File: config.mk
export PLATFORM = sky130hd
export DESIGN_NAME = epl_alu
export DESIGN_NICKNAME = d
export VERILOG_FILES = /design/src/rtl/core/epl_pkg.sv /design/src/rtl/core/epl_alu.sv
export SDC_FILE = /design/constraint.sdc
export NUM_CORES = 1
export LEC_CHECK = 0
export BUFFER_PORTS_ARGS = -buffer_cell sky130_fd_sc_hd__buf_2
export CELL_PAD_IN_SITES_DETAIL_PLACEMENT = 1
export CELL_PAD_IN_SITES_GLOBAL_PLACEMENT = 2
export CORE_MARGIN = 8
export CORE_UTILIZATION = 17
export DETAILED_ROUTE_END_ITERATION = 16
export PLACE_DENSITY_LB_ADDON = 0.1
export SLEW_MARGIN = 20
export SYNTH_ARGS = -nofsm -noshare
export SYNTH_HDL_FRONTEND = slang
export SYNTH_SLANG_ARGS = --single-unit
File: constraint.sdc
create_clock -name vclk -period 3.5
set_input_delay 0 -clock vclk [all_inputs]
set_output_delay 0 -clock vclk [all_outputs]
set_load 0.02 [all_outputs]
File: src/rtl/core/epl_pkg.sv
`timescale 1ns / 1ps
// ----------------------------------------------------------------------------
// epl_pkg - shared definitions for the exclusion-process lattice core
// Field widths, opcode, event and register index codes, and the request and
// response types of the shared compare unit.
// ----------------------------------------------------------------------------
package epl_pkg;

   // field widths fixed by the beat formats
   localparam int SITE_W     = 10;
   localparam int DRAW_W     = 16;
   localparam int RATE_W     = 17;
   localparam int SCOUNT_W   = 11;
   localparam int OP_W       = 2;
   localparam int EV_W       = 3;
   localparam int VISIT_W    = 32;
   localparam int CSR_IDX_W  = 2;
   localparam int REQ_DATA_W = 32;
   localparam int RSP_DATA_W = 40;

   // opcodes
   localparam logic [OP_W-1:0] OP_MOVE  = 2'd0;
   localparam logic [OP_W-1:0] OP_SWEEP = 2'd1;
   localparam logic [OP_W-1:0] OP_READ  = 2'd2;
   localparam logic [OP_W-1:0] OP_LOAD  = 2'd3;

   // event codes
   localparam logic [EV_W-1:0] EV_NONE  = 3'd0;
   localparam logic [EV_W-1:0] EV_ENTRY = 3'd1;
   localparam logic [EV_W-1:0] EV_HOP   = 3'd2;
   localparam logic [EV_W-1:0] EV_EXIT  = 3'd3;
   localparam logic [EV_W-1:0] EV_RANGE = 3'd4;

   // register indexes
   localparam logic [CSR_IDX_W-1:0] CSR_SITE_COUNT = 2'd0;
   localparam logic [CSR_IDX_W-1:0] CSR_ENTRY_RATE = 2'd1;
   localparam logic [CSR_IDX_W-1:0] CSR_EXIT_RATE  = 2'd2;

   // compare unit request and response
   typedef struct packed {
      logic [DRAW_W-1:0] draw;
      logic [RATE_W-1:0] rate;
   } cmp_req_type;

   typedef struct packed {
      logic below;
   } cmp_rsp_type;

endpackage

File: src/rtl/core/epl_alu.sv
`timescale 1ns / 1ps
// ----------------------------------------------------------------------------
// epl_alu - shared arithmetic unit of the lattice core
// Draw-against-rate compare, saturating counter increment and the clamp of a
// counter to the 32-bit visit count.
// ----------------------------------------------------------------------------
module epl_alu #(
   parameter int COUNT_WIDTH = 32
) (
   input  epl_pkg::cmp_req_type        cmp_req,
   output epl_pkg::cmp_rsp_type        cmp_rsp,
   input  logic                        inc_bit,
   input  logic [COUNT_WIDTH-1:0]      inc_cnt,
   output logic [COUNT_WIDTH-1:0]      inc_out,
   input  logic [COUNT_WIDTH-1:0]      clamp_cnt,
   output logic [epl_pkg::VISIT_W-1:0] clamp_out
);
   import epl_pkg::*;

   // draw < rate, rate may reach 65536
   always_comb begin
      cmp_rsp.below = ({1'b0, cmp_req.draw} < cmp_req.rate);
   end

   // add the occupancy bit, stop at all ones
   always_comb begin
      if (inc_bit && (inc_cnt != {COUNT_WIDTH{1'b1}})) begin
         inc_out = inc_cnt + COUNT_WIDTH'(1);
      end else begin
         inc_out = inc_cnt;
      end
   end

   // clamp to the visit count width
   generate
      if (COUNT_WIDTH > VISIT_W) begin : g_clamp
         assign clamp_out = (|clamp_cnt[COUNT_WIDTH-1:VISIT_W]) ? {VISIT_W{1'b1}}
                                                              : clamp_cnt[VISIT_W-1:0];
      end else begin : g_extend
         assign clamp_out = VISIT_W'(clamp_cnt);
      end
   endgenerate

endmodule

==> run_results.csv, run 1 <==
group,metric,value,unit
run_status,outcome,"completed",
timing,min_period,1980,ps
synth,yosysWarnings,0,
final_layout,fin_area,1790,um2
timing,setup_tns,0,ps
die,floorplan.io_pins,163,
synth,seq_area_frac_synth,0,
synth,synth_cells,203,
critical_path,crit_type,"in2out",
route,drc,0,
timing,maxSlewViolCount,0,
route,vias,1578,
global_route,antenna_found_initial,0,
global_route,grt_max_degree,12,
die,dieArea,11600,um2
clock_network,cts_hold_buf,0,
hold_path,hold_path_class,"in2out",
timing,fin_crit_sh,0.567,
die,start_util,0.174,
die,die_x,108,um
global_route,grt_overflow_total,0,
critical_path,end_kind,"output pin",
synth,netlist_area,1430,um2
critical_path,cp.arrival,1980,ps
power_and_ir_drop,ir_drop,0.0308,mV
die,die_h,108,um
timing,max_freq,0.504,GHz
synth,syn_area_per_cell,7.02,um2
critical_path,worstPathRequired,3500,ps
placement,post_dp_cell_area,1790,um2
flow_run,drv_cap,0,
timing,slew_headroom,0.485,
power_and_ir_drop,leakage,0.931,nW
critical_path,start_kind,"input pin",
final_layout,design.seq.count,0,
route,ant_nets,0,
die,core,8180,um2
final_layout,nNetsFinal,382,
placement,place.gp.congestion,0.657,
timing,rsz0062_at_grt,"no",
global_route,track_usage,0.0871,
clock_network,postCtsSetupBuffers,0,
route,routedWlPerCell,14.4,um
route,vias_per_cell,4.25,
power_and_ir_drop,p_per_area,102,nW/um2
placement,io_buffers,99,
route,drtIter0Drc,23,
synth,synth.distinct_cells,34,
final_layout,drive_gt1_frac,0.406,
clock_network,cts-resized-gates,0,
final_layout,register_area,0,um2
synth,synth_fp_nets,317,
global_route,grt_pass1_vias,1776,
route,wl,5.33,mm
global_route,grt_pass1_wl,8.60,mm
timing,worst_slew_pin_slew,772,ps
timing,finalHoldViolations,0,
final_layout,clkbuf_count,0,
route,drt_pass1_iterations,3,
final_layout,syn2layout_area_growth,25.4,%
timing,finalSetupViolCount,0,
die,rows,33,
final_layout,n_antenna_cell,0,
placement,dp_hpwl,4.91,mm
critical_path,cp_max_fo,10,
hold_path,min_path_cells,0,
## worst max-delay path, cell delays in order
cell and delay (ps):
buf_2 120, nand4_1 210, nor4_1 620, a21oi_1 400
and4_1 330, xor2_1 120, buf_2 180
## worst paths after layout
path | startpoint | endpoint | slack [ps]
min | clamp_cnt[1] | clamp_out[1] | 0.008
max | inc_cnt[17] | inc_out[4] | 1520
## final cells by class
class	instances	area, um2
fill	1045	6390
multi-input combinational	143	1070
timing repair buffer	99	495
tap	105	131
inverter	24	90.1
## kinds of logic (layout without fill, tap and decap cells)
kind of cell	Yosys count	after routing	synth area share
AO/OA/AOI/OAI	16	16	0.0720
XOR/XNOR	31	31	0.191
adder cells (fa/ha/maj)	16	16	0.140
buffers and inverters	60	123	0.249
multiplexers	1	1	0.00790
AND/OR/NAND/NOR	79	79	0.340
## cells in the final DEF (no fill, tap or decap), types with 2 or more instances in the layout
cell and count:
a211oi_1 3, nor4_1 4, xnor2_1 12, nand4_1 11, inv_1 24, nand2_1 12, and3_1 5, or3_1 2
nor3_1 9, buf_2 99, nor2_1 9, nand3_1 10, nor4_2 3, xor2_1 19, or4_1 2, and4_1 3
a21o_1 4, nand3_2 2, ha_1 16, a21oi_1 6
## cell usage after synthesis (all sizes together), types with 2 or more instances
| master | count | area share |
|---|---|---|
| buf | 35 | 0.18 |
| inv | 24 | 0.063 |
| xor2 | 19 | 0.12 |
| ha | 16 | 0.14 |
| nand2 | 12 | 0.032 |
| nand3 | 12 | 0.049 |
| xnor2 | 12 | 0.074 |
| nand4 | 11 | 0.048 |
| nor3 | 10 | 0.039 |
| nor2 | 9 | 0.024 |
| nor4 | 7 | 0.044 |
| a21oi | 6 | 0.021 |
| and3 | 5 | 0.022 |
| a21o | 4 | 0.021 |
| a211oi | 3 | 0.016 |
| and4 | 3 | 0.018 |
| nor4b | 2 | 0.023 |
| or3 | 2 | 0.0088 |
| or4 | 2 | 0.011 |
## per-layer routing
layer	wire [um]	global-route usage
met5	0	0
met4	14	0.00694
met3	412	0.0144
met2	2680	0.157
met1	2230	0.109
## power by group
group          total (mW)  leakage (nW)  internal (mW)  switching [mW]
clock network           0             0              0               0
registers               0             0              0               0
logic               0.182         0.931         0.0765           0.105
total               0.182         0.931         0.0765           0.105
## stage by stage
step	total power [mW]	hold WS, ps	utilization	setup WS [ps]	std cells
after floorplan	0.146	113	-	1900	203
after global placement	0.187	0.137	0.219	1440	371
after detailed placement	0.185	0.137	0.219	1460	371
after CTS	0.187	0.137	0.219	1450	371
after global routing	0.204	0.0293	0.219	1280	371
final	0.182	0.00776	0.219	1520	371
No activity file was read; power rests on OpenSTA's default activity.
==> run 2: changes to the inputs <==
--- a/config.mk
+++ b/config.mk
@@ -5,6 +5,7 @@
 export SDC_FILE = /design/constraint.sdc
 export NUM_CORES = 1
 export LEC_CHECK = 0
+export ABC_AREA = 1
 export BUFFER_PORTS_ARGS = -buffer_cell sky130_fd_sc_hd__buf_2
 export CELL_PAD_IN_SITES_DETAIL_PLACEMENT = 1
 export CELL_PAD_IN_SITES_GLOBAL_PLACEMENT = 2
==> constraint.sdc (replaced) <==
create_clock -name vclk -period 2.1
set_input_delay 0 -clock vclk [all_inputs]
set_output_delay 0 -clock vclk [all_outputs]
set_load 0.02 [all_outputs]
==> run 2 against run 1 <==
Net effect: core utilization fell by 1.1 points; worst hold slack is essentially flat; clock-buffer cell count unchanged; synthesized cell count grew 89%; via count increased by 54%; area after synthesis up 36%; critical path depth rose by 5; final area is 31% higher; flip-flop and latch count is the same; combinational power increased by 110%; highest routed layer unchanged.
==> run_results.csv, run 2 <==
group,metric,value,unit
run_status,outcome,"completed",
synth,synth_cells,383,
clock_network,postCtsSetupBuffers,0,
final_layout,syn2layout_area_growth,20.8,%
final_layout,fillerInstances,1540,
synth,seq_area_frac_synth,0,
timing,slew_headroom,0.726,
global_route,grt_pass1_vias,2552,
critical_path,start_kind,"input pin",
critical_path,crit_chain,"buf_2 -> ha_1 -> inv_1 -> nor2_4 -> nand2_4 -> nor2_4 -> nand2_4 -> nand2_4 -> inv_2 -> nand2_1 -> nand2_1 -> buf_2",
clock_network,cts_hold_buf,0,
route,wl,7.98,mm
power_and_ir_drop,leakage,1.34,nW
critical_path,crit_top_cell,"nand2_4",
synth,synth_fp_nets,497,
timing,max_freq,0.542,GHz
route,ant_nets,0,
final_layout,design.seq.count,0,
final_layout,multiInputGateArea,1490,um2
final_layout,nNetsFinal,562,
timing,finalHoldViolations,0,
synth,synth.area.top_cells,"nand2_1 30%, buf_4 13%, ha_1 10%",
timing,fin_crit_sh,0.878,
synth,synth_most_common_cell,"nand2_1",
power_and_ir_drop,p_per_area,166,nW/um2
synth,netlist_area,1930,um2
clock_network,cts-resized-gates,0,
placement,dp_hpwl,7.28,mm
synth,syn_area_per_cell,5.05,um2
synth,yosysTopAreaCell,"nand2_1",
timing,rsz0062_at_grt,"no",
critical_path,crit_type,"in2out",
die,die_x,123,um
final_layout,drive_gt1_frac,0.249,
timing,worst_slew_pin_slew,409,ps
synth,yosysWarnings,0,
placement,io_buffers,99,
final_layout,clkbuf_count,0,
die,dieArea,15000,um2
die,floorplan.io_pins,163,
power_and_ir_drop,ir_drop,0.0422,mV
global_route,antenna_found_initial,0,
final_layout,final_cell_mix,"157 x nand2_1, 99 x buf_2, 48 x nor2_1",
synth,netlist.area_leader.share,0.305,
critical_path,worstPathRequired,2100,ps
timing,setup_tns,0,ps
final_layout,register_area,0,um2
global_route,grt_max_degree,22,
die,core,11300,um2
final_layout,post-route-util,0.207,
timing,maxSlewViolCount,0,
critical_path,cp.arrival,1840,ps
die,rows,39,
synth,synth_common_cells,"157 x nand2_1, 48 x nor2_1, 46 x inv_1",
global_route,grt_overflow_total,0,
route,vias,2433,
route,drtIter0Drc,68,
placement,post-place-ws,208,ps
final_layout,final_common_cell,"nand2_1",
timing,setup_ws,256,ps
timing,finalSetupViolCount,0,
critical_path,cpPeakStageDelay,280,ps
route,drc,0,
placement,place.gp.congestion,0.699,
route,vias_per_cell,4.13,
timing,min_period,1840,ps
route,routedWlPerCell,13.5,um
global_route,track_usage,0.101,
critical_path,end_kind,"output pin",
synth,synth.distinct_cells,21,
die,die_h,123,um
die,start_util,0.172,
route,drt_pass1_iterations,4,
critical_path,crit_slowest_cell,"ha_1",
global_route,grt_pass1_wl,12.6,mm
flow_run,drv_cap,0,
final_layout,n_antenna_cell,0,
hold_path,hold_path_class,"in2out",
critical_path,cp_max_fo,21,
[run 2: cell families (layout without fill, tap and decap cells)]
kind of cell,after synthesis,after routing,synth area share
buf+inv,83,146,0.232
xor+xnor,12,12,0.0543
compound gates,14,14,0.0375
fa+ha+maj,16,16,0.103
simple gates,258,258,0.573
[run 2: final timing paths]
kind	slack (ps)	to	cells past startpoint	from
min	0.009	clamp_out[13]	0	clamp_cnt[13]
max	260	inc_out[27]	12	inc_cnt[0]
[run 2: where the power goes]
part           switching, mW  internal (mW)  total (mW)  leakage, nW
registers                  0              0           0            0
logic                  0.243          0.146       0.388         1.34
clock network              0              0           0            0
[run 2: worst max-delay path, delay by kind of cell]
family,cells,cell delay [ps]
adder cells (fa/ha/maj),1,280
buffers and inverters,4,560
AND/OR/NAND/NOR,7,990
[run 2: per-layer routing]
metal | share of wire | global-route usage | vias up
met4 | 0.0020 | 0.00533 | 0
li1 | - | - | 1282
met1 | 0.45 | 0.127 | 1087
met5 | 0 | 0 | -
met2 | 0.48 | 0.184 | 56
met3 | 0.063 | 0.0175 | 8
[run 2: area by class of cell]
type / instances / share of cell area
well taps: 143 / 0.0766
repair buffers: 99 / 0.212
multi-input cells: 300 / 0.636
inverters: 47 / 0.0755
[run 2: stage by stage]
step           instance area (um2)  std cells  power, mW  hold WS [ps]
6_report                      2340        589      0.388       0.00881
5_1_grt                       2340        589      0.443        0.0292
4_1_cts                       2340        589      0.401         0.137
3_5_place_dp                  2340        589      0.400         0.137
3_3_place_gp                  2340        589      0.399         0.137
2_1_floorplan                 1930        383      0.310           113
